**src/sv/tsp_pkg.sv**
```systemverilog
// ----------------------------------------------------------------------------
// Timer slot pool package
// Shared constants, operation codes and state type for the timer slot pool.
// ----------------------------------------------------------------------------
package tsp_pkg;

    localparam int SLOTS     = 32;
    localparam int ID_MAX    = 63;
    localparam int N_USE     = (SLOTS > ID_MAX) ? ID_MAX : SLOTS;
    localparam int SLOT_W    = (SLOTS > 1) ? $clog2(SLOTS) : 1;
    localparam int ID_W      = 6;
    localparam int TMO_W     = 32;
    localparam int NOW_W     = 63;
    localparam int SCALE_W   = 20;
    localparam int PROD_W    = TMO_W + SCALE_W;
    localparam logic [SCALE_W-1:0] NS_PER_MS = SCALE_W'(1000000);

    typedef enum logic [1:0] {
        OP_START   = 2'd0,
        OP_RESTART = 2'd1,
        OP_CHECK   = 2'd2,
        OP_STOP    = 2'd3
    } t_op;

    typedef enum logic [1:0] {
        ST_IDLE,
        ST_MUL,
        ST_WB
    } t_state;

endpackage

```
**src/sv/tsp_free_enc.sv**
```systemverilog
// ----------------------------------------------------------------------------
// Timer slot pool free-slot encoder
// Finds the lowest usable slot whose busy flag is clear.
// ----------------------------------------------------------------------------
module tsp_free_enc (
    input  logic [tsp_pkg::SLOTS-1:0]  i_busy,
    output logic                       o_found,
    output logic [tsp_pkg::SLOT_W-1:0] o_idx
);
    import tsp_pkg::*;

    // scan from the top so that the lowest free slot wins
    always_comb begin
        o_found = 1'b0;
        o_idx   = '0;
        for (int i = N_USE - 1; i >= 0; i--) begin
            if (!i_busy[i]) begin
                o_found = 1'b1;
                o_idx   = SLOT_W'(i);
            end
        end
    end

endmodule

```
**src/sv/timer_slot_pool_core.sv**
```systemverilog
// ----------------------------------------------------------------------------
// Timer slot pool core
// Pool of timer slots holding a millisecond timeout and a nanosecond deadline.
// ----------------------------------------------------------------------------
// Usage:
//   Input channel (i_valid / o_ready) carries one request: op, slot id,
//   timeout in ms and the current time in ns. Output channel
//   (o_valid / i_ready) returns exactly one result per request:
//   given slot, expired and failed flags.
//   Each request passes three steps: accept (memory read), multiply of the
//   timeout by 1e6 into a register, then add/saturate/compare with
//   write-back. The slot memories are read synchronously and the
//   multiplier is registered; a new request is taken only after the
//   previous one has written back.
//   The result sits in an output register, so the next request is accepted
//   while the previous result waits. If the receiver stalls and the output
//   register is still full, write-back holds until it drains.
//   Reset clears the state machine, the output valid flag and the per-slot
//   busy and deadline-valid flags; an entry without its flag reads as zero,
//   so both stores look cleared at once without a sweep.
// ----------------------------------------------------------------------------
module timer_slot_pool_core (
    input  logic                       i_clk,
    input  logic                       i_rst_n,
    input  logic                       i_valid,
    output logic                       o_ready,
    input  logic [1:0]                 i_op,
    input  logic [tsp_pkg::ID_W-1:0]   i_slot_id,
    input  logic [tsp_pkg::TMO_W-1:0]  i_timeout_ms,
    input  logic [tsp_pkg::NOW_W-1:0]  i_now_ns,
    output logic                       o_valid,
    input  logic                       i_ready,
    output logic [tsp_pkg::ID_W-1:0]   o_given_slot,
    output logic                       o_expired,
    output logic                       o_failed
);
    import tsp_pkg::*;

    // slot stores: synchronous read
    logic [NOW_W-1:0]  r_dl_mem  [SLOTS];
    logic [TMO_W-1:0]  r_tmo_mem [SLOTS];

    // per-slot flags: busy means stored timeout is non-zero
    logic [SLOTS-1:0]  r_busy;
    logic [SLOTS-1:0]  r_dl_ok;

    t_state            r_state, n_state;

    // captured request
    t_op               r_op;
    logic [SLOT_W-1:0] r_idx;
    logic              r_id_ok;
    logic              r_id_zero;
    logic              r_found;
    logic [TMO_W-1:0]  r_tmo;
    logic [NOW_W-1:0]  r_now;

    // read data
    logic [NOW_W-1:0]  r_rd_dl;
    logic [TMO_W-1:0]  r_rd_tmo;
    logic              r_rd_dl_ok;
    logic              r_rd_busy;

    logic [PROD_W-1:0] r_prod;

    // output register
    logic              r_out_valid;
    logic [ID_W-1:0]   r_given;
    logic              r_expired;
    logic              r_failed;

    // control
    logic              accept;
    logic              do_mul;
    logic              do_wb;
    logic              free_found;
    logic [SLOT_W-1:0] free_idx;
    logic              in_id_ok;
    logic [SLOT_W-1:0] in_idx;
    logic [SLOT_W-1:0] rd_addr;
    logic [TMO_W-1:0]  tmo_sel;
    logic [NOW_W:0]    sum;
    logic [NOW_W-1:0]  arm;
    logic [NOW_W-1:0]  dl_cur;
    logic              hit;
    logic              dl_we;
    logic              start_ok;

    tsp_free_enc u_free_enc (
        .i_busy  (r_busy),
        .o_found (free_found),
        .o_idx   (free_idx)
    );

    // ids are 1-based; anything outside 1..N_USE addresses no slot
    assign in_id_ok = (i_slot_id != '0) && (7'(i_slot_id) <= 7'(N_USE));
    assign in_idx   = SLOT_W'(i_slot_id - ID_W'(1));
    assign rd_addr  = (t_op'(i_op) == OP_START) ? free_idx : in_idx;

    // next state and handshake
    always_comb begin
        n_state = r_state;
        o_ready = 1'b0;
        do_mul  = 1'b0;
        do_wb   = 1'b0;
        unique case (r_state)
            ST_IDLE: begin
                o_ready = 1'b1;
                if (i_valid) begin
                    n_state = ST_MUL;
                end
            end
            ST_MUL: begin
                do_mul  = 1'b1;
                n_state = ST_WB;
            end
            ST_WB: begin
                if (!r_out_valid || i_ready) begin
                    do_wb   = 1'b1;
                    n_state = ST_IDLE;
                end
            end
            default: begin
                n_state = ST_IDLE;
            end
        endcase
    end

    assign accept = i_valid && o_ready;

    always_ff @(posedge i_clk) begin
        if (!i_rst_n) begin
            r_state <= ST_IDLE;
        end else begin
            r_state <= n_state;
        end
    end

    // capture request and read both stores at the chosen slot
    always_ff @(posedge i_clk) begin
        if (accept) begin
            r_op       <= t_op'(i_op);
            r_idx      <= (t_op'(i_op) == OP_START) ? free_idx : in_idx;
            r_id_ok    <= in_id_ok;
            r_id_zero  <= (i_slot_id == '0);
            r_found    <= free_found;
            r_tmo      <= i_timeout_ms;
            r_now      <= i_now_ns;
            r_rd_dl    <= r_dl_mem[rd_addr];
            r_rd_tmo   <= r_tmo_mem[rd_addr];
            r_rd_dl_ok <= r_dl_ok[rd_addr];
            r_rd_busy  <= r_busy[rd_addr];
        end
    end

    // restart uses the stored timeout; a free slot's timeout is zero
    assign tmo_sel = (r_op == OP_START) ? r_tmo : (r_rd_busy ? r_rd_tmo : '0);

    always_ff @(posedge i_clk) begin
        if (do_mul) begin
            r_prod <= PROD_W'(tmo_sel) * PROD_W'(NS_PER_MS);
        end
    end

    // deadline = now + timeout * 1e6, saturating at the top of 63 bits
    assign sum    = {1'b0, r_now} + (NOW_W + 1)'(r_prod);
    assign arm    = sum[NOW_W] ? '1 : sum[NOW_W-1:0];
    assign dl_cur = r_rd_dl_ok ? r_rd_dl : '0;
    assign hit    = (r_now >= dl_cur);

    assign start_ok = (r_op == OP_START) && r_found;
    assign dl_we    = do_wb && (start_ok || ((r_op == OP_RESTART) && r_id_ok));

    always_ff @(posedge i_clk) begin
        if (dl_we) begin
            r_dl_mem[r_idx] <= arm;
        end
        if (do_wb && start_ok) begin
            r_tmo_mem[r_idx] <= r_tmo;
        end
    end

    // flag updates at write-back
    always_ff @(posedge i_clk) begin
        if (!i_rst_n) begin
            r_busy  <= '0;
            r_dl_ok <= '0;
        end else if (do_wb) begin
            if (dl_we) begin
                r_dl_ok[r_idx] <= 1'b1;
            end
            unique case (r_op)
                OP_START: begin
                    if (r_found) begin
                        r_busy[r_idx] <= (r_tmo != '0);
                    end
                end
                OP_CHECK: begin
                    if (r_id_ok && hit) begin
                        r_busy[r_idx]  <= 1'b0;
                        r_dl_ok[r_idx] <= 1'b0;
                    end
                end
                OP_STOP: begin
                    if (r_id_ok) begin
                        r_busy[r_idx]  <= 1'b0;
                        r_dl_ok[r_idx] <= 1'b0;
                    end
                end
                default: begin
                end
            endcase
        end
    end

    // output register
    always_ff @(posedge i_clk) begin
        if (!i_rst_n) begin
            r_out_valid <= 1'b0;
        end else if (do_wb) begin
            r_out_valid <= 1'b1;
        end else if (i_ready) begin
            r_out_valid <= 1'b0;
        end
    end

    always_ff @(posedge i_clk) begin
        if (do_wb) begin
            r_given   <= start_ok ? (ID_W'(r_idx) + ID_W'(1)) : '0;
            r_failed  <= (r_op == OP_START) && !r_found;
            r_expired <= (r_op == OP_CHECK) && (r_id_zero || (r_id_ok && hit));
        end
    end

    assign o_valid      = r_out_valid;
    assign o_given_slot = r_given;
    assign o_expired    = r_expired;
    assign o_failed     = r_failed;

endmodule

```
**config.mk**
```make
export PLATFORM = sky130hd
export DESIGN_NAME = timer_slot_pool_core
export DESIGN_NICKNAME = d
export VERILOG_FILES = /design/src/sv/tsp_pkg.sv /design/src/sv/tsp_free_enc.sv /design/src/sv/timer_slot_pool_core.sv
export SDC_FILE = /design/constraint.sdc
export NUM_CORES = 2
export LEC_CHECK = 0
export BUFFER_PORTS_ARGS = -buffer_cell sky130_fd_sc_hd__buf_2
export CORE_ASPECT_RATIO = 1.5
export CORE_UTILIZATION = 55
export CTS_BUF_LIST = sky130_fd_sc_hd__clkbuf_8 sky130_fd_sc_hd__clkbuf_16
export CTS_CLUSTER_SIZE = 28
export DETAILED_ROUTE_END_ITERATION = 10
export PLACE_DENSITY = 0.72
export SKIP_CTS_REPAIR_TIMING = 1
export SYNTH_ARGS = -nofsm -noshare
export SYNTH_HDL_FRONTEND = slang
export SYNTH_SLANG_ARGS = --single-unit
```
**constraint.sdc**
```tcl
create_clock -name i_clk -period 11 [get_ports i_clk]
set_input_delay 1.1 -clock i_clk [delete_from_list [all_inputs] [get_ports i_clk]]
set_output_delay 1.1 -clock i_clk [all_outputs]
set_load 0.02 [all_outputs]
```
==> results.txt <==
CTS clock-pin slew for the worst setup and hold paths: 0.07 ns
Synth warnings: 0
sequential group share of total power: 45.8%
Die Height: 627 µm
final core utilization: 61.2%
CTS Sinks: 3363
FF+latch count, synth: 3363
WHS Path Cells: 1
CP required: 11.63 ns
Final Hold Viols: 0
slowest CP cell: nor2_4
Longest Clk Path Bufs: 4
proportion of synthesized chip area in sequential cells: 70.1%
fmax: 121 MHz
synthesized area: 143000 µm²
CTS buffer count: 315
Net Sw Power: 10800 µW
Power Density: 226 nW/µm²
leakage power: 0.0562 µW
arrival time worst endpoint: 8.86 ns
gr usage total: 33.2%
Post-synth EDFFs: 3296
Final #Nets: 11500
Clock Power Share: 30.4%
DRT Wirelength: 441000 µm
Gate power share: 23.8%
drt drc: 0
simple-gate share of the synthesized area: 14.0%
largest family of logic cells by synthesized area: simple AND/OR/NAND/NOR gates
pin count of the biggest net entering global routing: 165
initial core utilization: 55.5%
Core Box Area: 258000 µm²
HP Class: primary input to register
internal power: 24900 µW
reg2reg path depth: 24
vias in the first global route: 92800
first-pass GRT wire length: 627000 µm
Compound-Gate Fraction of Synth Area: 5.97%
status: finished, final reports clean
Final Wtd Congestion: 0.945
clk_lat worst skew: 0.93 ns
kind of end point of the critical path: register
Avg Inst Size Synth: 13.0 µm²
XOR/XNOR Fraction of Synth Area: 0.539%
top_reg_cell synth: edfxtp_1
Synth Instances: 11000
die area: 262000 µm²
post-synth cell types: 90
TNS Setup: 0 ns
routed length per instance: 30.0 µm
share of post-route cells with drive strength above 1: 8.44%
RSZ-0062 raised after global routing: false
Post-synth ARST share: 0%
critical-path cell list: nor2_4 > buf_4 > nand2_1 > o21ai_1 > ha_1 > ha_1 > inv_1 > fa_1 > fa_1 > inv_1 > ha_1 > inv_1 > fa_1 > inv_1 > ha_1 > a2111o_1 > a31o_1 > nor4_1 > o21ai_1 > o22ai_2 > a31oi_1 > a2111oi_0 > nor3_1 > xor2_1
drt via density: 6.49
CP max stage delay: 0.79 ns
Slew @ Worst Pin: 1.36 ns
Root Buffer Master: clkbuf_16
I/O Buffers: 116
Final Setup Violations: 0
Switching Share: 30.2%
Max-Cap Viols: 0
drt first pass iters: 9
Final period util: 74.8%
Syn-to-layout area delta: 10.4%
Mapped Nets: 11500
crit path launch type: register
total gr overflow: 0
CTS tree: yes
min Tclk post-route: 8.23 ns
DR vias: 95500
die width: 418 µm
hpwl dp: 238000 µm
initial DRC count: 13100
final worst setup slack: 2.77 ns
Crit Path Max Fanout: 35
FP Rows: 228
mux cell area share after synthesis: 2.37%
ANT nets after route: 0
Max VDD drop: 0.207 mV
pre-CTS setup slack: 2.87 ns
CP Class: register to register
max_slew headroom: 8.94%
Final Slew Violations: 0
WHS: 0.362 ns
Top Ports: 117
initial antenna violation count: 36
htree depth: 5
adder-cell share of the synthesized area: 4.25%
Max Clock Skew: 0.0999 ns
==> flip-flops by register name, indices dropped and copies added (netlist names), 46 cells and up <==
| signal | count |
|---|---|
| r_dl_mem | 2016 |
| r_tmo_mem | 1024 |
| r_now | 63 |
| r_rd_dl | 63 |
| r_prod | 46 |
==> cell usage after synthesis (all sizes together) (19+ instances only) <==
cell type | number | area, µm²
a31oi | 207 | 1310
o221a | 36 | 405
nand2b | 25 | 156
and3 | 163 | 1020
o21a | 40 | 300
nor2b | 29 | 181
a32o | 33 | 330
o22ai | 19 | 125
mux2i | 316 | 3160
fa | 136 | 2720
nand3 | 1135 | 5690
dfxtp | 67 | 1340
nand4 | 94 | 588
a21oi | 279 | 1400
clkbuf | 293 | 1100
a21o | 55 | 413
o2111ai | 40 | 350
ha | 268 | 3350
or3 | 31 | 194
nand2 | 2886 | 10800
o2bb2ai | 26 | 290
nor2 | 171 | 647
a221oi | 31 | 272
o32ai | 22 | 193
nor3 | 35 | 180
buf | 337 | 1700
xor2 | 34 | 298
xnor2 | 54 | 473
inv | 300 | 1130
o21ai | 172 | 865
o211ai | 20 | 150
a311oi | 128 | 1120
edfxtp | 3296 | 99000
==> power groups by stage <==
stage                     Sequential [µW]  Combinational [µW]  Clock [µW]
after floorplan                     16500                5790           0
after global placement              16600                8260           0
after detailed placement            16600                8390           0
after CTS                           16300                8440       10900
after global routing                16300                9370       11300
final                               16300                8480       10800
==> placed cells by master (no fill, tap or decap), drive strengths merged, types with 31 or more instances in the layout <==
cell type | Yosys | final
edfxtp | 3296 | 3296
nand2 | 2886 | 2886
nand3 | 1135 | 1135
inv | 300 | 368
buf | 337 | 341
clkbuf | 293 | 325
mux2i | 316 | 316
a21oi | 279 | 279
ha | 268 | 268
a31oi | 207 | 207
o21ai | 172 | 172
nor2 | 171 | 171
and3 | 163 | 163
fa | 136 | 136
a311oi | 128 | 128
clkinv | 1 | 118
nand4 | 94 | 94
dfxtp | 67 | 67
a21o | 55 | 55
xnor2 | 54 | 54
o21a | 40 | 40
o2111ai | 40 | 40
o221a | 36 | 36
nor3 | 35 | 35
xor2 | 34 | 34
a32o | 33 | 33
bufinv | 0 | 32
a221oi | 31 | 31
or3 | 31 | 31
==> area by class of cell <==
class	count	area, µm²
diodes	23	57.6
clock buffers	325	8110
clock inverters	231	1990
fillers	19200	100000
inverters	301	1160
multi-input cells	6683	39500
flip-flops and latches	3363	100000
well taps	3450	4320
repair buffers	341	2510
==> kinds of logic (layout without fill, tap and decap cells) <==
kind of cell / after synthesis / count (layout)
buffers and inverters: 931 / 1198
adder cells (fa/ha/maj): 404 / 404
AO/OA/AOI/OAI: 1224 / 1224
other: 0 / 23
XOR/XNOR: 88 / 88
multiplexers: 328 / 328
AND/OR/NAND/NOR: 4639 / 4639
flip-flops: 3363 / 3363
==> worst paths after layout <==
path / from / end / slack (ns)
worst max-delay path: r_op[0]$_DFFE_PP_ / r_prod[50]$_DFFE_PN_ / 2.77
worst max register to register: r_op[0]$_DFFE_PP_ / r_prod[50]$_DFFE_PN_ / 2.77
worst min-delay path: i_timeout_ms[21] / r_tmo[21]$_DFFE_PP_ / 0.36
worst min register to register: r_busy[7]$_SDFFE_PN0P_ / r_busy[7]$_SDFFE_PN0P_ / 0.51
==> per-layer routing <==
layer  vias up  wire, µm  share of wire [%]  track usage [%]
met5         -       161              0.036                0
met3      1481     50500                 11             5.81
met4        24     29100                6.6             19.1
met2      6350    209000                 47             54.5
li1      40300         -                  -                -
met1     47300    152000                 34             41.5
==> per-stage QoR <==
step | std cells | instance area, µm² | power, µW
final | 14700 | 158000 | 35700
after global routing | 14700 | 158000 | 37000
after CTS | 14700 | 158000 | 35600
after detailed placement | 14100 | 148000 | 25000
after global placement | 14100 | 148000 | 24800
after floorplan | 11000 | 143000 | 22300
==> worst max-delay path, delay by kind of cell (launching register included) <==
family / cells / cell delay [ns]
adders and majority gates: 7 / 2.72
and+or+nand+nor: 4 / 1.36
buffers and inverters: 5 / 0.67
xor gates and xnor gates: 1 / 0.17
AOI/OAI and AO/OA: 7 / 2.48
DFF: 1 / 0.52
Note: power is estimated with default switching activity, not from simulation.
